### src/hw/rtl/b64d_pkg.sv
// ----------------------------------------------------------------------------
// b64d_pkg
// Shared types and constants for the checked base64 decoder: character
// classes carried by the queue, decoder phases and done status codes.
// ----------------------------------------------------------------------------
package b64d_pkg;

	localparam int CharW  = 8;
	localparam int ValW   = 6;
	localparam int CountW = 16;
	localparam int StatW  = 2;
	localparam int AccW   = 12;

	// Class of one input beat, decided by the front part
	typedef enum logic [2:0] {
		KIND_SKIP,
		KIND_LETTER,
		KIND_PAD,
		KIND_BAD,
		KIND_END
	} kind_t;

	typedef struct packed {
		kind_t           kind;
		logic [ValW-1:0] value;
	} class_t;

	// Queue fill flags seen by the front and back parts and the top level
	typedef struct packed {
		logic full;
		logic empty;
	} queue_stat_t;

	// Decoder phase between rearms
	typedef enum logic [1:0] {
		PH_RUN,
		PH_PAD,
		PH_BAD,
		PH_OVF
	} phase_t;

	localparam logic [StatW-1:0] STAT_OK  = 2'd0;
	localparam logic [StatW-1:0] STAT_BAD = 2'd1;
	localparam logic [StatW-1:0] STAT_OVF = 2'd2;

	localparam logic [CountW-1:0] CAP_RESET = 16'd256;

endpackage

### src/hw/rtl/base64_decoder_checked_unit.sv
// ----------------------------------------------------------------------------
// base64_decoder_checked_unit
// Streaming base64 decoder with malformed and capacity checks.
//
//   channel   dir  beat contents
//   s_*       in   tdata[7:0] ch, tlast end_of_text
//   m_*       out  tdata[7:0] data_byte, [9:8] status, [25:10] byte_count,
//                  tuser byte_valid, tlast done_res
//   cfg_*     in   cfg_wdata out_capacity, written when cfg_we is high
//
// One beat per cycle in and out unless the output stalls. A taken beat goes to
// the queue, then to the output register when it heads the queue and that
// register is free or draining. The back part's single state update per cycle
// sets the rate. Reset clears the queue and decoder state, sets out_capacity to
// 256. An output stall fills the queue; s_tready drops only when it is full.
// ----------------------------------------------------------------------------
module base64_decoder_checked_unit
	import b64d_pkg::*;
#(
	parameter int QUEUE_DEPTH = 2
)(
	input  logic        clk,
	input  logic        arst_n,
	input  logic        s_tvalid,
	output logic        s_tready,
	input  logic [7:0]  s_tdata,   // [7:0] ch
	input  logic        s_tlast,   // end_of_text
	output logic        m_tvalid,
	input  logic        m_tready,
	output logic [31:0] m_tdata,   // [7:0] data_byte, [9:8] status, [25:10] byte_count
	output logic        m_tuser,   // byte_valid
	output logic        m_tlast,   // done_res
	input  logic        cfg_we,
	input  logic [15:0] cfg_wdata  // out_capacity
);

	logic [CountW-1:0] out_capacity_q;
	queue_stat_t       q_stat;
	logic              push;
	logic              pop;
	class_t            push_item;
	class_t            head_item;
	logic [7:0]        data_byte;
	logic [StatW-1:0]  status;
	logic [CountW-1:0] byte_count;

	// Capacity register
	always_ff @(posedge clk or negedge arst_n) begin
		if (!arst_n) begin
			out_capacity_q <= CAP_RESET;
		end else if (cfg_we) begin
			out_capacity_q <= cfg_wdata;
		end
	end

	b64d_front u_front (
		.s_tvalid    (s_tvalid),
		.s_tready    (s_tready),
		.ch          (s_tdata),
		.end_of_text (s_tlast),
		.q_stat      (q_stat),
		.push        (push),
		.push_item   (push_item)
	);

	b64d_queue #(
		.DEPTH (QUEUE_DEPTH)
	) u_queue (
		.clk       (clk),
		.arst_n    (arst_n),
		.push      (push),
		.push_item (push_item),
		.pop       (pop),
		.head_item (head_item),
		.q_stat    (q_stat)
	);

	b64d_back u_back (
		.clk          (clk),
		.arst_n       (arst_n),
		.out_capacity (out_capacity_q),
		.q_stat       (q_stat),
		.head_item    (head_item),
		.pop          (pop),
		.m_tvalid     (m_tvalid),
		.m_tready     (m_tready),
		.byte_valid   (m_tuser),
		.data_byte    (data_byte),
		.done_res     (m_tlast),
		.status       (status),
		.byte_count   (byte_count)
	);

	// Pack the output beat
	assign m_tdata = {6'd0, byte_count, status, data_byte};

	// Input stalls only when the queue is full
	a_ready_full: assert property (@(posedge clk) disable iff (!arst_n)
		!s_tready |-> q_stat.full)
		else $error("s_tready low while queue has room");

	// A beat never carries both a byte and the done report
	a_byte_not_done: assert property (@(posedge clk) disable iff (!arst_n)
		m_tvalid |-> !(m_tuser && m_tlast))
		else $error("byte and done on the same beat");

	// Status and count stay zero outside the done beat
	a_quiet_fields: assert property (@(posedge clk) disable iff (!arst_n)
		(m_tvalid && !m_tlast) |-> (status == STAT_OK && byte_count == '0))
		else $error("status or count set on a character beat");

	// No pop from an empty queue
	a_pop_nonempty: assert property (@(posedge clk) disable iff (!arst_n)
		pop |-> !q_stat.empty)
		else $error("pop from empty queue");

endmodule

### src/hw/rtl/b64d_front.sv
// ----------------------------------------------------------------------------
// b64d_front
// Accepts input beats and classifies each character into skip, letter
// (with its six-bit value), pad, malformed or end, then pushes the class.
// ----------------------------------------------------------------------------
module b64d_front
	import b64d_pkg::*;
(
	input  logic             s_tvalid,
	output logic             s_tready,
	input  logic [CharW-1:0] ch,
	input  logic             end_of_text,
	input  queue_stat_t      q_stat,
	output logic             push,
	output class_t           push_item
);

	// Take a beat whenever the queue has room
	assign s_tready = !q_stat.full;
	assign push     = s_tvalid && s_tready;

	// Map the character to its class and letter value
	always_comb begin
		push_item.kind  = KIND_BAD;
		push_item.value = '0;
		if (end_of_text) begin
			push_item.kind = KIND_END;
		end else begin
			case (ch) inside
				["A":"Z"]: begin
					push_item.kind  = KIND_LETTER;
					push_item.value = ValW'(ch - 8'h41);
				end
				["a":"z"]: begin
					push_item.kind  = KIND_LETTER;
					push_item.value = ValW'(ch - 8'h61 + 8'd26);
				end
				["0":"9"]: begin
					push_item.kind  = KIND_LETTER;
					push_item.value = ValW'(ch - 8'h30 + 8'd52);
				end
				8'h2B: begin
					push_item.kind  = KIND_LETTER;
					push_item.value = 6'd62;
				end
				8'h2F: begin
					push_item.kind  = KIND_LETTER;
					push_item.value = 6'd63;
				end
				8'h3D: begin
					push_item.kind = KIND_PAD;
				end
				8'h20, 8'h09, 8'h0D, 8'h0A: begin
					push_item.kind = KIND_SKIP;
				end
				default: begin
					push_item.kind = KIND_BAD;
				end
			endcase
		end
	end

endmodule

### src/hw/rtl/b64d_queue.sv
// ----------------------------------------------------------------------------
// b64d_queue
// Short first-in first-out queue of classified beats between the front
// and back parts.
// ----------------------------------------------------------------------------
module b64d_queue
	import b64d_pkg::*;
#(
	parameter int DEPTH = 2
)(
	input  logic        clk,
	input  logic        arst_n,
	input  logic        push,
	input  class_t      push_item,
	input  logic        pop,
	output class_t      head_item,
	output queue_stat_t q_stat
);

	localparam int AW = (DEPTH > 1) ? $clog2(DEPTH) : 1;
	localparam int CW = $clog2(DEPTH + 1);
	localparam logic [AW-1:0] LastIdx = AW'(DEPTH - 1);
	localparam logic [CW-1:0] Full    = CW'(DEPTH);

	class_t          entry_q [DEPTH];
	logic [AW-1:0]   wr_ptr_q;
	logic [AW-1:0]   rd_ptr_q;
	logic [CW-1:0]   count_q;

	assign head_item    = entry_q[rd_ptr_q];
	assign q_stat.full  = (count_q == Full);
	assign q_stat.empty = (count_q == '0);

	// Store pushed beats
	always_ff @(posedge clk) begin
		if (push) begin
			entry_q[wr_ptr_q] <= push_item;
		end
	end

	// Advance pointers and count
	always_ff @(posedge clk or negedge arst_n) begin
		if (!arst_n) begin
			wr_ptr_q <= '0;
			rd_ptr_q <= '0;
			count_q  <= '0;
		end else begin
			if (push) begin
				wr_ptr_q <= (wr_ptr_q == LastIdx) ? '0 : wr_ptr_q + 1'b1;
			end
			if (pop) begin
				rd_ptr_q <= (rd_ptr_q == LastIdx) ? '0 : rd_ptr_q + 1'b1;
			end
			case ({push, pop})
				2'b10:   count_q <= count_q + 1'b1;
				2'b01:   count_q <= count_q - 1'b1;
				default: count_q <= count_q;
			endcase
		end
	end

endmodule

### src/hw/rtl/b64d_back.sv
// ----------------------------------------------------------------------------
// b64d_back
// Executes classified beats: accumulates letter bits, emits bytes, tracks
// padding, malformed and overflow phases, and reports on the end beat.
// ----------------------------------------------------------------------------
module b64d_back
	import b64d_pkg::*;
(
	input  logic              clk,
	input  logic              arst_n,
	input  logic [CountW-1:0] out_capacity,
	input  queue_stat_t       q_stat,
	input  class_t            head_item,
	output logic              pop,
	output logic              m_tvalid,
	input  logic              m_tready,
	output logic              byte_valid,
	output logic [7:0]        data_byte,
	output logic              done_res,
	output logic [StatW-1:0]  status,
	output logic [CountW-1:0] byte_count
);

	logic [AccW-1:0]   acc_q;
	logic [2:0]        held_q;
	logic [CountW-1:0] bytes_q;
	phase_t            phase_q;
	logic              out_valid_q;

	logic [AccW-1:0]   acc_new;
	logic [3:0]        held_sum;
	logic [2:0]        held_rem;
	logic [AccW-1:0]   acc_shift;

	logic [AccW-1:0]   acc_d;
	logic [2:0]        held_d;
	logic [CountW-1:0] bytes_d;
	phase_t            phase_d;
	logic              bv_d;
	logic [7:0]        byte_d;
	logic              done_d;
	logic [StatW-1:0]  stat_d;
	logic [CountW-1:0] count_d;

	// Pop when a beat waits and the output register is free or draining
	assign pop      = !q_stat.empty && (!out_valid_q || m_tready);
	assign m_tvalid = out_valid_q;

	assign acc_new   = {acc_q[AccW-ValW-1:0], head_item.value};
	assign held_sum  = {1'b0, held_q} + 4'd6;
	assign held_rem  = held_sum[2:0];
	assign acc_shift = acc_new >> held_rem;

	// Next decoder state and result for the head beat
	always_comb begin
		acc_d   = acc_q;
		held_d  = held_q;
		bytes_d = bytes_q;
		phase_d = phase_q;
		bv_d    = 1'b0;
		byte_d  = '0;
		done_d  = 1'b0;
		stat_d  = STAT_OK;
		count_d = '0;
		if (head_item.kind == KIND_END) begin
			done_d = 1'b1;
			unique case (phase_q)
				PH_BAD:  stat_d = STAT_BAD;
				PH_OVF:  stat_d = STAT_OVF;
				default: stat_d = STAT_OK;
			endcase
			count_d = (phase_q == PH_BAD || phase_q == PH_OVF) ? '0 : bytes_q;
			acc_d   = '0;
			held_d  = '0;
			bytes_d = '0;
			phase_d = PH_RUN;
		end else if (phase_q == PH_RUN) begin
			unique case (head_item.kind)
				KIND_PAD: phase_d = PH_PAD;
				KIND_BAD: phase_d = PH_BAD;
				KIND_LETTER: begin
					acc_d = acc_new;
					if (held_sum[3]) begin
						held_d = held_rem;
						if (bytes_q >= out_capacity) begin
							phase_d = PH_OVF;
						end else begin
							bv_d    = 1'b1;
							byte_d  = acc_shift[7:0];
							bytes_d = bytes_q + 1'b1;
						end
					end else begin
						held_d = held_sum[2:0];
					end
				end
				default: begin
				end
			endcase
		end
	end

	// Hold decoder state
	always_ff @(posedge clk or negedge arst_n) begin
		if (!arst_n) begin
			acc_q   <= '0;
			held_q  <= '0;
			bytes_q <= '0;
			phase_q <= PH_RUN;
		end else if (pop) begin
			acc_q   <= acc_d;
			held_q  <= held_d;
			bytes_q <= bytes_d;
			phase_q <= phase_d;
		end
	end

	// Output beat valid
	always_ff @(posedge clk or negedge arst_n) begin
		if (!arst_n) begin
			out_valid_q <= 1'b0;
		end else if (pop) begin
			out_valid_q <= 1'b1;
		end else if (m_tready) begin
			out_valid_q <= 1'b0;
		end
	end

	// Output beat payload
	always_ff @(posedge clk) begin
		if (pop) begin
			byte_valid <= bv_d;
			data_byte  <= byte_d;
			done_res   <= done_d;
			status     <= stat_d;
			byte_count <= count_d;
		end
	end

endmodule
### config.mk
export PLATFORM = sky130hd
export DESIGN_NAME = base64_decoder_checked_unit
export DESIGN_NICKNAME = d
export VERILOG_FILES = /design/src/hw/rtl/b64d_pkg.sv /design/src/hw/rtl/base64_decoder_checked_unit.sv /design/src/hw/rtl/b64d_front.sv /design/src/hw/rtl/b64d_queue.sv /design/src/hw/rtl/b64d_back.sv
export SDC_FILE = /design/constraint.sdc
export NUM_CORES = 1
export LEC_CHECK = 0
export ABC_CLOCK_PERIOD_IN_PS = 3800
export BUFFER_PORTS_ARGS = -buffer_cell sky130_fd_sc_hd__buf_2
export CORE_AREA = 8 8 91 153
export CTS_BUF_LIST = sky130_fd_sc_hd__clkbuf_16
export CTS_CLUSTER_SIZE = 40
export DETAILED_ROUTE_END_ITERATION = 7
export DIE_AREA = 0 0 99 161
export SYNTH_ARGS = -nofsm -noshare
export SYNTH_HDL_FRONTEND = slang
export SYNTH_SLANG_ARGS = --single-unit
### constraint.sdc
create_clock -name clk -period 3.8 [get_ports clk]
set_clock_uncertainty 0.15 [all_clocks]
set_input_delay 0.38 -clock clk [delete_from_list [all_inputs] [get_ports clk]]
set_output_delay 0.38 -clock clk [all_outputs]
set_load 0.01 [all_outputs]
## After elaboration in Yosys (flattened, before gate mapping)

Memory sizes are Yosys's and may differ from the RTL's.
Index checks and enable logic that the tools add are counted.

| word-level totals | value |
|---|---|
| bits of input ports | 30 |
| register bits after elaboration | 76 |
| bits in latches | 0 |
| word-level logic and storage cells | 122 |
| output and inout port bits | 36 |
| bits in writable memories | 18 |
| memories | 1 |
| memory bits (read-only) | 0 |

Memory list:

| memory | words | width | rd ports | clocked after Yosys merged registers in | write ports | RTL line | source |
|---|---|---|---|---|---|---|---|
| u_queue.entry_q | 2 | 9 | 1 | 0 | 1 | b64d_queue.sv:25 | `class_t entry_q [DEPTH];` |

| cells by class | value |
|---|---|
| add/subtract/negate cells | 11 |
| order comparisons | 7 |
| multiply operators | 0 |
| divide/modulo/power cells | 0 |
| reductions and logical operators | 25 |
| multiplexer cells | 40 |
| shifts and indexed selects | 1 |
| equal/unequal tests | 19 |
| bitwise logic cells | 4 |

Operator list:

| kind | number |
|---|---|
| 16-bit 2-to-1 mux | 5 |
| 6-bit 2-to-1 mux | 9 |
| 8-bit by 6-bit equality test with 1-bit output (second input constant) | 4 |
| 3-bit 2-to-1 mux | 9 |
| 8-bit by 4-bit equality test with 1-bit output (second input constant) | 3 |
| 16-bit by 1-bit adder with 16-bit output (second input constant) | 1 |
| 16-bit greater-or-equal comparator | 1 |
| 8-bit by 7-bit greater-or-equal comparator with 1-bit output (second input constant) | 2 |
| 8-bit by 7-bit less-or-equal comparator with 1-bit output (second input constant) | 2 |
| 2-bit 2-to-1 mux | 6 |
| 12-bit by 3-bit right shift with 8-bit output | 1 |
| 6-bit subtractor (second input constant) | 2 |
| 5-bit AND reduction | 2 |
| 2-bit nonzero test | 5 |
| 2-bit equality test (second input constant) | 4 |
| 8-bit by 6-bit greater-or-equal comparator with 1-bit output (second input constant) | 1 |
| 8-bit by 6-bit less-or-equal comparator with 1-bit output (second input constant) | 1 |
| 1-bit 2-to-1 mux | 8 |
| 2-bit one-hot mux with 2 select lines | 2 |
| 4-bit OR reduction | 2 |
| 6-bit by 5-bit adder with 6-bit output (second input constant) | 1 |
| 6-bit adder (second input constant) | 1 |
| 3-bit by 2-bit equality test with 1-bit output (second input constant) | 2 |
| 3-bit by 1-bit inequality test with 1-bit output (second input constant) | 2 |
| other kinds (19) | 31 |

## Depth between registers and ports, before layout

| logic depth | value |
|---|---|
| word-level depth | 10 |
| depth in mapped cells | 10 |
| gate-level depth less buffers | 8 |

## By module

A second synthesis with hierarchy kept.

| unflattened totals | value |
|---|---|
| cells, all modules | 497 |
| area, all modules | 5526.6 µm² |

By module, submodules not included:

| module | sequential area each (µm²) | cells an instance | times used | area an instance (µm²) |
|---|---|---|---|---|
| b64d_back | 1516.5 | 314 | 1 | 3280.6 |
| b64d_queue | 640.6 | 44 | 1 | 833.3 |
| b64d_front | 0.0 | 98 | 1 | 713.2 |
| base64_decoder_checked_unit | 401.6 | 41 | 1 | 699.4 |

## Worst setup path before layout

Ideal clock, no wire load.

| path | value |
|---|---|
| kind | register to register |
| start point | register u_back.bytes_q[13] |
| end point | register u_back.data_byte[0] (data pin) |
| arrival | 2312 ps |
| path buffers | 2 |
| clock period less this slack | 2728 ps |
| library setup time | 266 ps |
| stages on the path, launching flop included | 10 |
| data required time | 3384 ps |
| path slack | 1072 ps |
| cells stage by stage | dfrtp_1 > ha_1 > and4_1 > nand4_1 > or4_1 > and3_1 > clkbuf_1 > nand2_1 > clkbuf_1 > nor2_1 |

| on the way | value |
|---|---|
| word-level cells in the longest chain between the ends | 2 |

RTL lines:

| what | RTL line | source |
|---|---|---|
| from (decl) | b64d_back.sv:26 | `logic [CountW-1:0] bytes_q;` |
| from (signal assigned) | b64d_back.sv:112 | `bytes_q <= bytes_d;` |
| 16-bit greater-or-equal comparator | b64d_back.sv:85 | `if (bytes_q >= out_capacity) begin` |
| 5-bit OR reduction (no source line) | -- |  |
| to (signal assigned) | b64d_back.sv:132 | `data_byte <= byte_d;` |
| to (decl) | b64d_back.sv:18 | `output logic [7:0] data_byte,` |

No other way between the ends.
A chain may end at the register's enable or synchronous reset.

## Worst setup path after layout

| path | value |
|---|---|
| start point | register u_back.bytes_q[9] |
| end point | register u_back.bytes_q[15] |

| on the way | value |
|---|---|
| word-level cells in the longest chain between the ends | 6 |
| elaborated cells on any way between the ends | 9 |
| classes of those cells | add/sub (1); order compare (1); eq/ne (1); mux (5); reduce/logical (1) |

RTL lines:

| what | RTL line | source |
|---|---|---|
| 16-bit by 1-bit adder with 16-bit output | b64d_back.sv:90 | `bytes_d = bytes_q + 1'b1;` |
| 16-bit 2-to-1 mux | b64d_back.sv:85 |  |
| 16-bit 2-to-1 mux | b64d_back.sv:83 | `if (held_sum[3]) begin` |
| 16-bit 2-to-1 mux | b64d_back.sv:78 | `unique case (head_item.kind)` |
| 16-bit 2-to-1 mux | b64d_back.sv:77 | `end else if (phase_q == PH_RUN) begin` |
| 16-bit 2-to-1 mux | b64d_back.sv:65 | `if (head_item.kind == KIND_END) begin` |

Parallel ways exist; a longest one is shown, timed or not. The select of a mux whose other input is x is not followed.

==> results.py <==
metrics = {
    "min_path": {
        "hold_class": "in2reg",
        "min_to": "out_capacity_q[5]",
        "min-delay-start": "cfg_wdata[5]",
        "min_path_cells": 3,
    },
    "placement": {
        "post-dp-hpwl_um": 9020,
        "gp_congestion": 0.837,
        "pre_cts_slack_ns": 0.578,
        "placed_cell_area_mm2": 0.00557,
        "io_buffers": 59,
    },
    "cts": {
        "ctsHoldBuffers": 0,
        "cts_resized": 0,
        "clock_latency_ns": 0.34,
        "ctsRootBufferMaster": "clkbuf_16",
        "clock_sinks": 93,
        "htreeDepth": 3,
        "numCtsBuffers": 9,
        "max-clock-path-buffers": 2,
        "cts_setup_buffers": 0,
        "clk_pin_slew_ns": 0.06,
        "cts_tree": "yes",
    },
    "power": {
        "powerDensity_mw_per_mm2": 690,
        "p_leak_nw": 2.56,
        "ir_worst_vdd_uv": 268,
    },
    "layout": {
        "drive_gt1_share_pct": 16.4,
        "final_cell_mix": "59 x buf_2, 54 x nand2_1, 46 x dfrtp_1, 46 x edfxtp_1, 36 x nor2_1",
        "fillCellCount": 1104,
        "final_nets": 619,
        "syn_to_final_growth_pct": 13.8,
        "mostFrequentLayoutCell": "buf_2",
        "final_area_mm2": 0.00588,
        "diodes": 0,
    },
    "floorplanning": {
        "core_area_mm2": 0.0119,
        "die_x_um": 99,
        "die_y_um": 161,
        "ios": 66,
        "fp.dieArea_mm2": 0.0159,
        "std_cell_rows": 53,
        "start_util_pct": 43.5,
    },
    "sta": {
        "post-route-period-util_pct": 84.5,
        "report.final.slew_viol_count": 0,
        "min_period_ns": 3.21,
        "hold_viol_final": 0,
        "rsz0062_at_grt": "no",
        "setup_ws_ns": 0.589,
        "slew_headroom_pct": 25.0,
        "max_freq_mhz": 311,
        "setup_violations": 0,
        "tns_ns": 0,
        "worstMarginPinSlew_ns": 1.13,
    },
    "detailed_routing": {
        "wirelength_um": 12000,
        "firstDrtPassIters": 4,
        "drt_iter0_markers": 165,
        "route.detailed.drc": 0,
        "antenna_left": 0,
        "via_per_inst": 5.70,
        "vias": 4009,
        "wl_per_cell_um": 17.1,
    },
    "synth": {
        "async_flop_share_pct": 50.5,
        "synth_warnings": 0,
        "synth_seq_cells": 93,
        "synth.area.top_cells": "edfxtp_1 27%, dfrtp_1 22%, ha_1 6.8%, nand2_1 3.9%, o21ai_0 2.9%",
        "synth_top_area_share_pct": 26.7,
        "syn_area_per_cell_um2": 10.2,
        "synth_top_cell_by_area": "edfxtp_1",
        "postSynthCellCount": 508,
        "netlist_area_mm2": 0.00517,
        "synth-edff-count": 46,
        "synthFlopType": "edfxtp_1",
        "ys_seq_area_share_pct": 49.5,
        "yosys.cell_types.count": 66,
    },
    "global_route": {
        "antenna_found_initial": 0,
        "grt_max_degree": 48,
        "grt.overflow.total": 0,
        "grt_pass1_wl_um": 19800,
        "track_usage_pct": 15.7,
        "first_global_vias": 4046,
    },
    "worst_setup_path": {
        "crit_type": "reg2reg",
        "cp-end-kind": "flop",
        "worst-r2r-cell-count": 7,
        "crit_fanout": 6,
        "worst_ep_arrival_time_ns": 3.29,
        "r2r-end": "u_back.bytes_q[15]",
        "rrSetupSlack_ns": 0.59,
        "setup.worst_path.start_class": "flop",
        "worstReg2RegStart": "u_back.bytes_q[9]",
        "required_ns": 3.88,
    },
    "flow_run": {
        "drv_cap": 0,
    },
    "run_status": {
        "status": "completed",
    },
}
==> synth_stat cells (3+ instances only) <==
cell       number
or4_1           3
xor2_1          3
nand2_1        54
nor3_1         12
a221oi_1        4
ha_1           28
nand3_1        15
xnor2_1         8
dfrtp_1        46
a21oi_1        20
and3_1          6
edfxtp_1       46
o211a_1         8
o21ai_0        30
a31oi_1         4
buf_4           6
inv_1          29
nand2b_1        9
nand4_1         5
mux2i_1         8
a2111oi_0       3
nor2_1         36
a32oi_1         4
buf_1           3
o211ai_1        4
a211oi_1       10
o31ai_1        10
clkbuf_1       20
nor2b_1         6
and2_1         15
o311ai_0        6
==> sequential cells by signal (all words and copies together) (netlist names) <==
signal,cells
out_capacity_q,16
u_back.acc_q,6
u_back.byte_count,16
u_back.byte_valid,1
u_back.bytes_q,16
u_back.data_byte,8
u_back.done_res,1
u_back.held_q,2
u_back.m_tvalid,1
u_back.phase_q,2
u_back.status,2
u_queue.count_q,2
u_queue.entry_q,18
u_queue.rd_ptr_q,1
u_queue.wr_ptr_q,1
==> worst max-delay path: stages, from the launching register on <==
cell       delay (ns)
dfrtp_1          0.42
ha_1             0.31
a21o_1           0.19
a221o_1          0.33
a2111oi_0        0.69
nand3_1          0.38
a2111o_1         0.50
o211a_1          0.13
==> final cells by class <==
cell class	count	area, um^2	area share (%)
Sequential cell	93	2560	43.5
Multi-Input combinational cell	358	2360	40.2
Timing Repair Buffer	68	363	6.17
Clock buffer	9	225	3.83
Tap cell	137	171	2.92
Inverter	31	116	1.98
Clock inverter	7	81.3	1.38
==> where the power goes <==
| group | internal [mW] | switching, mW | leakage [nW] |
|---|---|---|---|
| Combinational | 0.572 | 0.929 | 1.39 |
| Sequential | 1.40 | 0.221 | 1.01 |
| Clock | 0.567 | 0.362 | 0.155 |
| Total | 2.54 | 1.51 | 2.56 |
==> cells by family after synthesis <==
kind of cell / Yosys count / share of synthesized area, %
xor+xnor: 11 / 1.86
simple gates: 179 / 17.5
fa+ha+maj: 28 / 6.78
mux: 9 / 1.77
buf+inv: 62 / 5.11
other cells: 1 / 0.0726
compound gates: 125 / 17.4
flops: 93 / 49.5
==> stage by stage <==
step	total power, mW	utilization [%]	hold WS (ns)	std cells
6_report	4.05	49.5	0.0939	703
5_1_grt	4.32	49.5	0.112	703
4_1_cts	4.09	49.5	0.0876	703
3_5_place_dp	3.15	46.9	0.326	687
3_3_place_gp	3.10	46.9	0.311	687
2_1_floorplan	2.65	-	-0.0656	513
==> routing by layer <==
metal | wire length, um | global-route usage [%]
met1 | 4370 | 14.8
met2 | 6770 | 30.3
met3 | 488 | 2.89
met4 | 382 | 8.85
met5 | 0 | 0
==> worst max-delay path by stage <==
stage                     cells after the start                   to               start  slack, ns
final                                         7   u_back.bytes_q[15]   u_back.bytes_q[9]       0.59
after global routing                          7    u_back.bytes_q[9]  u_back.bytes_q[11]       0.36
after CTS                                     7   u_back.bytes_q[15]  u_back.bytes_q[11]       0.57
after detailed placement                      7   u_back.bytes_q[15]  u_back.bytes_q[11]       0.58
after global placement                        7   u_back.bytes_q[15]  u_back.bytes_q[11]       0.60
after floorplan                               9  u_back.data_byte[0]  u_back.bytes_q[13]       1.07
Note: power is estimated with default switching activity, not from simulation.
